<file path="src/hdl/line_follower_pd_drive_macros.svh">
// -----------------------------------------------------------------------------
// line_follower_pd_drive_macros.svh
// Assertion macros shared by the line follower drive RTL. Each macro samples
// on i_clk and is disabled while i_rst_n is low.
// -----------------------------------------------------------------------------
`ifndef LINE_FOLLOWER_PD_DRIVE_MACROS_SVH
`define LINE_FOLLOWER_PD_DRIVE_MACROS_SVH

// A condition that must hold at every clock edge out of reset.
`define LFPD_ASSERT_ALWAYS(label, cond, msg) \
    label: assert property (@(posedge i_clk) disable iff (!i_rst_n) (cond)) \
        else $error(msg);

// A consequence that must hold in the cycle after its antecedent.
`define LFPD_ASSERT_NEXT(label, ante, cons, msg) \
    label: assert property (@(posedge i_clk) disable iff (!i_rst_n) \
        (ante) |=> (cons)) else $error(msg);

// A consequence that must hold in the same cycle as its antecedent.
`define LFPD_ASSERT_SAME(label, ante, cons, msg) \
    label: assert property (@(posedge i_clk) disable iff (!i_rst_n) \
        (ante) |-> (cons)) else $error(msg);

`endif

</file>
<file path="src/hdl/lfpd_pkg.sv">
// -----------------------------------------------------------------------------
// lfpd_pkg
// Types, register map, reset values and helper functions of the PD line
// follower motor drive.
// -----------------------------------------------------------------------------
package lfpd_pkg;

    localparam int unsigned ADDR_W    = 5;
    localparam int unsigned DIV_STEPS = 19;
    localparam int unsigned CNT_W     = 5;

    localparam logic [7:0]  PROP_GAIN_RST     = 8'd130;
    localparam logic [7:0]  DERIV_GAIN_RST    = 8'd60;
    localparam logic [7:0]  BASE_RIGHT_RST    = 8'd155;
    localparam logic [7:0]  BASE_LEFT_RST     = 8'd155;
    localparam logic [7:0]  MAX_SPEED_RST     = 8'd230;
    localparam logic [15:0] UPDATE_PERIOD_RST = 16'd100;

    typedef struct packed {
        logic [4:0]  sensor_bits;
        logic [31:0] time_ms;
    } t_in_item;

    typedef struct packed {
        logic [7:0] speed_right;
        logic [7:0] speed_left;
    } t_out_item;

    typedef enum logic [2:0] {
        REG_PROP_GAIN     = 3'd0,
        REG_DERIV_GAIN    = 3'd1,
        REG_BASE_RIGHT    = 3'd2,
        REG_BASE_LEFT     = 3'd3,
        REG_MAX_SPEED     = 3'd4,
        REG_UPDATE_PERIOD = 3'd5
    } t_reg_idx;

    typedef enum logic [2:0] {
        S_IDLE,
        S_CHECK,
        S_DIVIDE,
        S_COMMIT,
        S_MULTIPLY,
        S_TERM,
        S_CLAMP
    } t_state;

    localparam logic signed [3:0] ERR_CENTRE      = 4'sd0;
    localparam logic signed [3:0] ERR_RIGHT       = 4'sd1;
    localparam logic signed [3:0] ERR_LEFT        = -4'sd1;
    localparam logic signed [3:0] ERR_OUTER_LEFT  = -4'sd2;
    localparam logic signed [3:0] ERR_OUTER_RIGHT = 4'sd2;
    localparam logic signed [3:0] ERR_LOST        = 4'sd4;

    // Priority order: centre, right, left, outer left, outer right.
    function automatic logic signed [3:0] encode_error(input logic [4:0] bits);
        logic signed [3:0] err;
        if (bits[2]) begin
            err = ERR_CENTRE;
        end else if (bits[1]) begin
            err = ERR_RIGHT;
        end else if (bits[3]) begin
            err = ERR_LEFT;
        end else if (bits[4]) begin
            err = ERR_OUTER_LEFT;
        end else if (bits[0]) begin
            err = ERR_OUTER_RIGHT;
        end else begin
            err = ERR_LOST;
        end
        return err;
    endfunction

    // Floors a Q16 speed and clamps it to 0..max.
    function automatic logic [7:0] clamp_speed(input logic signed [35:0] q16,
                                               input logic [7:0] max);
        logic [7:0] v;
        if (q16[35]) begin
            v = 8'd0;
        end else if (q16[35:16] > {12'd0, max}) begin
            v = max;
        end else begin
            v = q16[23:16];
        end
        return v;
    endfunction

endpackage

</file>
<file path="src/hdl/line_follower_pd_drive.sv">
// -----------------------------------------------------------------------------
// line_follower_pd_drive
// PD motor drive for a five-sensor line follower with an iterative divider.
// -----------------------------------------------------------------------------
// Each input word carries the five sensor bits and a millisecond timestamp and
// yields exactly one output word with the right and left motor speeds.
// A word is taken when i_in_valid is high and o_in_stall is low; the result
// is offered with o_out_valid and is held until i_out_stall is low.
// o_in_stall stays high from acceptance until the result has been loaded into
// the output register, so one word is in flight at a time.
// After acceptance a word passes S_CHECK, then, when the error rate is
// refreshed (elapsed time above the update period), the restoring divider
// and S_COMMIT, and then S_MULTIPLY, S_TERM and S_CLAMP. The divider
// retires one quotient bit per cycle, 19 bits in all, using one shared
// compare-and-subtract unit. The next word can be taken in the cycle after
// the result is loaded, while that result still waits in the output
// register. If the receiver stalls and the output register is full, the
// finished result waits in the last step and the input stays stalled.
// Reset is synchronous and active low: the configuration registers return to
// their defaults and the timestamp, previous error and error rate clear.
// Configuration is an APB-style port; pready is always high.
// -----------------------------------------------------------------------------
module line_follower_pd_drive (
    input  logic                        i_clk,
    input  logic                        i_rst_n,
    input  logic                        i_in_valid,
    output logic                        o_in_stall,
    input  lfpd_pkg::t_in_item          i_in_data,
    output logic                        o_out_valid,
    input  logic                        i_out_stall,
    output lfpd_pkg::t_out_item         o_out_data,
    input  logic                        psel,
    input  logic                        penable,
    input  logic                        pwrite,
    input  logic [lfpd_pkg::ADDR_W-1:0] paddr,
    input  logic [31:0]                 pwdata,
    output logic [31:0]                 prdata,
    output logic                        pready
);

    `include "line_follower_pd_drive_macros.svh"

    lfpd_pkg::t_state r_state, n_state;

    logic [7:0]  r_prop_gain, r_deriv_gain, r_base_right, r_base_left, r_max_speed;
    logic [15:0] r_update_period;

    logic [31:0]        r_last_time;
    logic signed [3:0]  r_prev_err;
    logic signed [23:0] r_error_rate;

    logic signed [3:0]  r_err;
    logic [31:0]        r_time;
    logic [31:0]        r_elapsed;
    logic               r_neg;
    logic [18:0]        r_rem;
    logic [18:0]        r_quo;
    logic [lfpd_pkg::CNT_W-1:0] r_count;
    logic signed [32:0] r_prod_d;
    logic signed [12:0] r_prod_p;
    logic signed [35:0] r_term;

    logic                r_out_valid;
    lfpd_pkg::t_out_item r_out_data;

    logic               w_accept;
    logic               w_cfg_write;
    logic               w_update;
    logic               w_out_free;
    logic               w_load_out;
    logic [19:0]        w_rem_shift;
    logic               w_rem_ge;
    logic [19:0]        w_rem_diff;
    logic signed [4:0]  w_diff;
    logic [2:0]         w_mag;
    logic signed [35:0] w_right, w_left;
    lfpd_pkg::t_reg_idx w_reg;

    assign w_reg       = lfpd_pkg::t_reg_idx'(paddr[4:2]);
    assign w_cfg_write = psel && penable && pwrite;
    assign pready      = 1'b1;

    // Configuration registers.
    always_ff @(posedge i_clk) begin
        if (!i_rst_n) begin
            r_prop_gain     <= lfpd_pkg::PROP_GAIN_RST;
            r_deriv_gain    <= lfpd_pkg::DERIV_GAIN_RST;
            r_base_right    <= lfpd_pkg::BASE_RIGHT_RST;
            r_base_left     <= lfpd_pkg::BASE_LEFT_RST;
            r_max_speed     <= lfpd_pkg::MAX_SPEED_RST;
            r_update_period <= lfpd_pkg::UPDATE_PERIOD_RST;
        end else if (w_cfg_write) begin
            case (w_reg)
                lfpd_pkg::REG_PROP_GAIN:     r_prop_gain     <= pwdata[7:0];
                lfpd_pkg::REG_DERIV_GAIN:    r_deriv_gain    <= pwdata[7:0];
                lfpd_pkg::REG_BASE_RIGHT:    r_base_right    <= pwdata[7:0];
                lfpd_pkg::REG_BASE_LEFT:     r_base_left     <= pwdata[7:0];
                lfpd_pkg::REG_MAX_SPEED:     r_max_speed     <= pwdata[7:0];
                lfpd_pkg::REG_UPDATE_PERIOD: r_update_period <= pwdata[15:0];
                default: ;
            endcase
        end
    end

    always_comb begin
        case (w_reg)
            lfpd_pkg::REG_PROP_GAIN:     prdata = {24'd0, r_prop_gain};
            lfpd_pkg::REG_DERIV_GAIN:    prdata = {24'd0, r_deriv_gain};
            lfpd_pkg::REG_BASE_RIGHT:    prdata = {24'd0, r_base_right};
            lfpd_pkg::REG_BASE_LEFT:     prdata = {24'd0, r_base_left};
            lfpd_pkg::REG_MAX_SPEED:     prdata = {24'd0, r_max_speed};
            lfpd_pkg::REG_UPDATE_PERIOD: prdata = {16'd0, r_update_period};
            default:                     prdata = 32'd0;
        endcase
    end

    // Shared compare-and-subtract unit of the restoring divider.
    assign w_rem_shift = {r_rem, r_quo[18]};
    assign w_rem_ge    = {12'd0, w_rem_shift} >= r_elapsed;
    assign w_rem_diff  = w_rem_shift - r_elapsed[19:0];

    assign w_update = r_elapsed > {16'd0, r_update_period};
    assign w_diff   = 5'(r_err) - 5'(r_prev_err);
    assign w_mag    = w_diff[4] ? 3'(-w_diff) : w_diff[2:0];

    assign w_right = $signed({12'd0, r_base_right, 16'd0}) + r_term;
    assign w_left  = $signed({12'd0, r_base_left, 16'd0}) - r_term;

    assign w_out_free = !r_out_valid || !i_out_stall;

    // Next state.
    always_comb begin
        n_state = r_state;
        case (r_state)
            lfpd_pkg::S_IDLE:     if (i_in_valid) n_state = lfpd_pkg::S_CHECK;
            lfpd_pkg::S_CHECK:    n_state = w_update ? lfpd_pkg::S_DIVIDE
                                                     : lfpd_pkg::S_MULTIPLY;
            lfpd_pkg::S_DIVIDE: begin
                if (r_count == lfpd_pkg::CNT_W'(lfpd_pkg::DIV_STEPS - 1)) begin
                    n_state = lfpd_pkg::S_COMMIT;
                end
            end
            lfpd_pkg::S_COMMIT:   n_state = lfpd_pkg::S_MULTIPLY;
            lfpd_pkg::S_MULTIPLY: n_state = lfpd_pkg::S_TERM;
            lfpd_pkg::S_TERM:     n_state = lfpd_pkg::S_CLAMP;
            lfpd_pkg::S_CLAMP:    if (w_out_free) n_state = lfpd_pkg::S_IDLE;
            default:              n_state = lfpd_pkg::S_IDLE;
        endcase
    end

    // State outputs.
    always_comb begin
        o_in_stall = 1'b1;
        w_load_out = 1'b0;
        case (r_state)
            lfpd_pkg::S_IDLE:  o_in_stall = 1'b0;
            lfpd_pkg::S_CLAMP: w_load_out = w_out_free;
            default: ;
        endcase
    end

    assign w_accept = i_in_valid && !o_in_stall;

    // Control state.
    always_ff @(posedge i_clk) begin
        if (!i_rst_n) begin
            r_state      <= lfpd_pkg::S_IDLE;
            r_last_time  <= 32'd0;
            r_prev_err   <= 4'sd0;
            r_error_rate <= 24'sd0;
            r_out_valid  <= 1'b0;
        end else begin
            r_state <= n_state;
            if (r_state == lfpd_pkg::S_COMMIT) begin
                r_error_rate <= r_neg ? -$signed({5'd0, r_quo}) : $signed({5'd0, r_quo});
                r_last_time  <= r_time;
                r_prev_err   <= r_err;
            end
            if (w_load_out) begin
                r_out_valid <= 1'b1;
            end else if (!i_out_stall) begin
                r_out_valid <= 1'b0;
            end
        end
    end

    // Datapath.
    always_ff @(posedge i_clk) begin
        if (w_accept) begin
            r_err     <= lfpd_pkg::encode_error(i_in_data.sensor_bits);
            r_time    <= i_in_data.time_ms;
            r_elapsed <= i_in_data.time_ms - r_last_time;
        end
        case (r_state)
            lfpd_pkg::S_CHECK: begin
                r_neg   <= w_diff[4];
                r_quo   <= {w_mag, 16'd0};
                r_rem   <= 19'd0;
                r_count <= '0;
            end
            lfpd_pkg::S_DIVIDE: begin
                // The dividend shifts out of the top of r_quo as quotient bits
                // shift in at the bottom.
                r_rem   <= w_rem_ge ? w_rem_diff[18:0] : w_rem_shift[18:0];
                r_quo   <= {r_quo[17:0], w_rem_ge};
                r_count <= r_count + 1'b1;
            end
            lfpd_pkg::S_MULTIPLY: begin
                r_prod_d <= $signed({1'b0, r_deriv_gain}) * r_error_rate;
                r_prod_p <= $signed({1'b0, r_prop_gain}) * r_err;
            end
            lfpd_pkg::S_TERM: begin
                r_term <= $signed({{3{r_prod_d[32]}}, r_prod_d})
                        + $signed({{7{r_prod_p[12]}}, r_prod_p, 16'd0});
            end
            default: ;
        endcase
        if (w_load_out) begin
            r_out_data.speed_right <= lfpd_pkg::clamp_speed(w_right, r_max_speed);
            r_out_data.speed_left  <= lfpd_pkg::clamp_speed(w_left, r_max_speed);
        end
    end

    assign o_out_valid = r_out_valid;
    assign o_out_data  = r_out_data;

    `LFPD_ASSERT_NEXT(a_accept_starts, w_accept, r_state == lfpd_pkg::S_CHECK,
        "Accepted word did not start a computation")
    `LFPD_ASSERT_SAME(a_rem_below_divisor, r_state == lfpd_pkg::S_DIVIDE,
        r_elapsed > 32'(r_rem), "Divider remainder not below divisor")
    `LFPD_ASSERT_NEXT(a_result_presented, w_load_out, o_out_valid,
        "Finished result was not presented")
    `LFPD_ASSERT_ALWAYS(a_rate_range,
        (r_error_rate <= 24'sd393216) && (r_error_rate >= -24'sd393216),
        "Error rate beyond the largest error step")

endmodule

</file>
<file path="config.mk">
export PLATFORM = sky130hd
export DESIGN_NAME = line_follower_pd_drive
export DESIGN_NICKNAME = d
export VERILOG_FILES = /design/src/hdl/lfpd_pkg.sv /design/src/hdl/line_follower_pd_drive.sv
export VERILOG_INCLUDE_DIRS = /design/src /design/src/hdl
export SDC_FILE = /design/constraint.sdc
export NUM_CORES = 1
export LEC_CHECK = 0
export ABC_AREA = 0
export BUFFER_PORTS_ARGS = -buffer_cell sky130_fd_sc_hd__clkbuf_2
export CAP_MARGIN = 20
export CELL_PAD_IN_SITES_DETAIL_PLACEMENT = 0
export CELL_PAD_IN_SITES_GLOBAL_PLACEMENT = 1
export CORE_ASPECT_RATIO = 0.7
export CORE_UTILIZATION = 40
export CTS_CLUSTER_DIAMETER = 200
export DETAILED_ROUTE_END_ITERATION = 12
export PLACE_DENSITY = 0.75
export REMOVE_ABC_BUFFERS = 1
export SKIP_CTS_REPAIR_TIMING = 1
export SYNTH_ARGS = -nofsm -noshare
export SYNTH_HDL_FRONTEND = slang
export SYNTH_SLANG_ARGS = --single-unit
</file>
<file path="constraint.sdc">
create_clock -name i_clk -period 10.9 [get_ports i_clk]
set_input_delay 0.545 -clock i_clk [delete_from_list [all_inputs] [get_ports i_clk]]
set_output_delay 0.545 -clock i_clk [all_outputs]
set_load 0.02 [all_outputs]
</file>
* After elaboration in Yosys (flattened, before gate mapping)
Cells that the tools add are included.
** Word-level totals
- Register bits after elaboration :: 330
- Input port bits :: 81
- Output and inout port bits :: 51
- Logic and storage cells :: 94
** Operators by class
- Add/sub/neg operators :: 9
- $mul :: 2
- Magnitude comparators :: 4
- Equality and inequality tests :: 16
- Multiplexer cells :: 22
- Reduce and logical (&&, ||, !) cells :: 17
** Operators with widths (count)
- $pmux W16 S6 :: 1
- $pmux W19 S2 :: 2
- $gt A20 B8 Y1 :: 2
- $add A25 B36 Y36 :: 1
- $sub A25 B36 Y36 :: 1
- $add A33 B29 Y34 :: 1
- $mul A9 B24 Y33 :: 1
- $ge A20 B32 Y1 :: 1
- $gt A32 B16 Y1 :: 1
- $sub A32 B32 Y32 :: 1
- $mux W24 :: 1
- $neg A19 Y24 :: 1
- $pmux W3 S7 :: 1
- $mux W19 :: 1
- $sub A19 B19 Y19 :: 1
- $mux W3 :: 6
- $mux W8 :: 2
- $eq A3 B3 Y1 const B :: 5
- $mul A9 B4 Y13 :: 1
- $eq A3 B2 Y1 const B :: 4
- $reduce_and A2 Y1 :: 6
- $pmux W5 S2 :: 1
- $mux W4 :: 2
- $eq A3 B1 Y1 const B :: 2
- other kinds (14) :: 24

* Depth between registers and ports, before layout
- Depth in word-level cells :: 4
- Gate-level depth with buffers :: 21
- Depth with buffers taken out :: 19

* Worst setup path after synthesis
No wires, ideal clock.
- Kind :: register -> register
- Start point :: register r_deriv_gain[2]
- End point :: register r_prod_d[31], data pin
- Setup time :: 0.262 ns
- Arrival time :: 5.163 ns
- Data required time :: 10.638 ns
- Path slack :: 5.475 ns
- Cell stages (with the launch flop) :: 20
- Buffers on the path :: 2
- Clock period less this slack :: 5.425 ns
- Path through :: dfxtp_1 > clkbuf_1 > clkbuf_1 > nand2_1 > fa_1 > inv_1 > fa_1 > fa_1 > inv_1 > fa_1 > inv_1 > ha_1 > nand4_1 > or2_1 > or4_1 > a41oi_1 > a31oi_1 > a211o_1 > o21ai_1 > xor2_1
** On the way
- Cells in the longest elaborated chain, start to end :: 1
** Ends and longest elaborated chain
- start, declared :: RTL line line_follower_pd_drive.sv:45 : logic [7:0] r_prop_gain, r_deriv_gain, r_base_right, r_base_left, r_max_speed;
- start signal, assigned :: RTL line line_follower_pd_drive.sv:87 : r_deriv_gain <= lfpd_pkg::DERIV_GAIN_RST;
- start signal, assigned :: RTL line line_follower_pd_drive.sv:95 : lfpd_pkg::REG_DERIV_GAIN: r_deriv_gain <= pwdata[7:0];
- $mul A9 B24 Y33 :: RTL line line_follower_pd_drive.sv:209 : r_prod_d <= $signed({1'b0, r_deriv_gain}) * r_error_rate;
- end signal, assigned :: RTL line line_follower_pd_drive.sv:209
- end, declared :: RTL line line_follower_pd_drive.sv:59 : logic signed [32:0] r_prod_d;
Every way passes these cells.
A chain may end at the register's enable or synchronous reset.

* Worst setup path after layout
- Start point :: register r_deriv_gain[6]
- End point :: register r_prod_d[31], data pin
The elaborated chain is that of the path after synthesis.

==> key figures <==
STA
  – Rel. slew slack: 28.1%
  – Final period util: 55.1%
  – Worst-Margin Slew: 1080 ps
  – WHS: 183 ps
  – Max Slew Vio Count: 0
  – Fmax: 166 MHz
  – Setup Skew: 41.3 ps
  – Setup tns final: 0 ps
  – Final setup margin: 4890 ps
  – Setup violations, final: 0
  – Post-layout min period: 6010 ps
  – RSZ-0062 raised after global routing: false
  – Final Hold Viols: 0

Finish
  – Final std cells w/o fill: 3,529
  – Commonest non-fill, non-tap cell in the layout: inv_1
  – Final instance area: 0.0280 mm^2
  – Synth-to-layout area growth: 10.2%
  – Share of cells above drive strength 1: 7.97%
  – Layout Nets: 3,143
  – Diodes inserted: 0
  – Post-layout util: 45.0%
  – Most frequent cells in the layout: inv_1, nand2_1, ha_1
  – Fillers: 5,882

CTS
  – CTS tree: yes
  – Clock-pin slew on the worst setup and hold paths: 60 ps
  – Sink Count: 328
  – CTS Buf Count: 38
  – CTS Root Buffer Type: clkbuf_16
  – H-tree levels: 2
  – Longest Clk Path Bufs: 3
  – Worst skew pair latency: 560 ps

Power
  – Tot Pwr: 3.24 mW
  – PwrDens: 116 mW/mm^2
  – Largest vdd supply drop: 0.0974 mV
  – Leak pwr: 12.5 nW

Route
  – DRC: 0
  – Wire length per cell: 17.4 um
  – DR pass1 iterations: 5
  – Vias: 18,500
  – Final ANT Viol Nets: 0
  – 1st-iter DRT viols: 1,235
  – Routed WL: 61,400 um
  – Post-detailed-route via-to-cell ratio: 5.25

Synth
  – Synth warn: 0
  – Syn Std Cell Area: 0.0254 mm^2
  – Synth Flop Type: edfxtp_1
  – Syn Area/Cell: 9.71 um^2
  – Yosys cell types: 88
  – Post-synthesis sequential area ratio: 34.1%
  – Post-synth EDFFs: 208
  – Syn Inst Count: 2,615
  – Asr flop ratio synth: 0%
  – Post-synthesis register bit count: 328

Global routing
  – Initial antenna violation count: 2
  – First-pass GRT wire length: 99,700 um
  – Grt total ovfl: 0
  – GRT Total Usage: 19.4%
  – Vias in the first global route: 18,400
  – Largest net degree at the start of global routing: 91

Floorplan
  – Initial Util: 40.9%
  – Die height: 213 um
  – Core ar.: 0.0621 mm^2
  – Die width: 303 um
  – Num ports: 132
  – # rows: 76
  – Die area: 0.0645 mm^2

Placed design
  – I/O Buffers: 96
  – DPL Wire Length: 47,500 um
  – Worst slack, placed: 4940 ps
  – GP Congestion: 0.874
  – Placed Cells: 3,458
  – Dpl cell area: 0.0266 mm^2

Worst setup path
  – Arr. time, crit path: 6300 ps
  – Critical Path Start Type: flip-flop
  – FF-to-FF setup slack: 4890 ps
  – CP Capture Type: flip-flop
  – CP required: 11,190 ps
  – Crit Path Class: flip-flop to flip-flop
  – Crit-path max FO: 26

Status
  – Status: finished, final reports clean

Hold path
  – Hold Path Class: primary input to flip-flop

Flow run
  – Max_cap viols: 0
[worst paths after layout]
| kind | startpoint | to | cells after the start |
|---|---|---|---|
| hold / removal | i_in_data[21] | r_time[21]$_DFFE_PP_ | 1 |
| setup / recovery | r_deriv_gain[6]$_SDFFE_PN0P_ | r_prod_d[31]$_DFFE_PP_ | 16 |
| setup reg to reg | r_deriv_gain[6]$_SDFFE_PN0P_ | r_prod_d[31]$_DFFE_PP_ | 16 |
| hold reg to reg | r_prod_d[6]$_DFFE_PP_ | r_term[6]$_DFFE_PN_ | 0 |
[final cells by class]
cell class / count / area (um^2) / share of cell area (%)
Sequential cell: 328 / 8650 / 30.9
Timing Repair Buffer: 116 / 662 / 2.37
Clock buffer: 49 / 1060 / 3.79
Inverter: 344 / 1290 / 4.62
Multi-Input combinational cell: 1852 / 15000 / 53.7
Tap cell: 819 / 1020 / 3.67
Clock inverter: 21 / 267 / 0.953
[metal layers]
layer / GRT usage, % / up-vias / wire length (um)
li1: - / 8958 / -
met1: 30.3 / 9090 / 32100
met2: 28.2 / 408 / 25200
met3: 2.69 / 78 / 2920
met4: 4.31 / 0 / 1230
met5: 0 / - / 0
[critical path, cell delays in order (launching register included)]
cell and delay (ps):
dfxtp_1 1020, and2_1 240, ha_1 250, fa_1 510, fa_1 550, inv_1 50
fa_1 520, inv_1 40, ha_1 380, nand4_1 140, or2_1 290, or4_1 580
a41oi_1 320, a31oi_1 170, a211o_1 370, o21ai_1 220, xor2_1 90
[cells by family after synthesis]
| kind of cell | synth area share (%) |
|---|---|
| fa+ha+maj | 23.8 |
| buf+inv | 7.12 |
| mux | 2.58 |
| compound gates | 12.9 |
| other cells | 0.0296 |
| simple gates | 15.1 |
| xor+xnor | 4.35 |
| flops | 34.1 |
[registers in the layout, indices dropped and copies added, names as in the netlist, 5 cells and up]
name	cells
r_prod_d	33
r_error_rate	24
r_base_right	8
o_out_data	16
r_rem	19
r_deriv_gain	8
r_update_period	16
r_term	34
r_prod_p	13
r_max_speed	8
r_quo	19
r_base_left	8
r_time	32
r_prop_gain	8
r_count	5
r_elapsed	32
r_last_time	32
[cell usage after synthesis (46+ instances only)]
master,instances,share of area (%)
inv_1,344,5.1
fa_1,168,13
nand3_1,49,0.97
a21boi_0,71,2.1
mux2i_1,52,2.1
nor2_1,108,1.6
and2_1,133,3.3
xor2_1,48,1.7
clkbuf_1,69,1.0
o21ai_0,58,1.1
edfxtp_1,208,25
xnor2_1,78,2.7
a21oi_1,103,2.0
a21o_1,46,1.4
ha_1,214,11
dfxtp_1,120,9.5
nand2_1,343,5.1
[power by group]
part / internal, mW / total, mW / leakage [nW] / switching, mW
Combinational: 0.182 / 0.452 / 8.89 / 0.269
Clock: 0.813 / 1.36 / 0.649 / 0.544
Sequential: 1.38 / 1.43 / 2.92 / 0.0473
No activity file was read; power rests on OpenSTA's default activity.
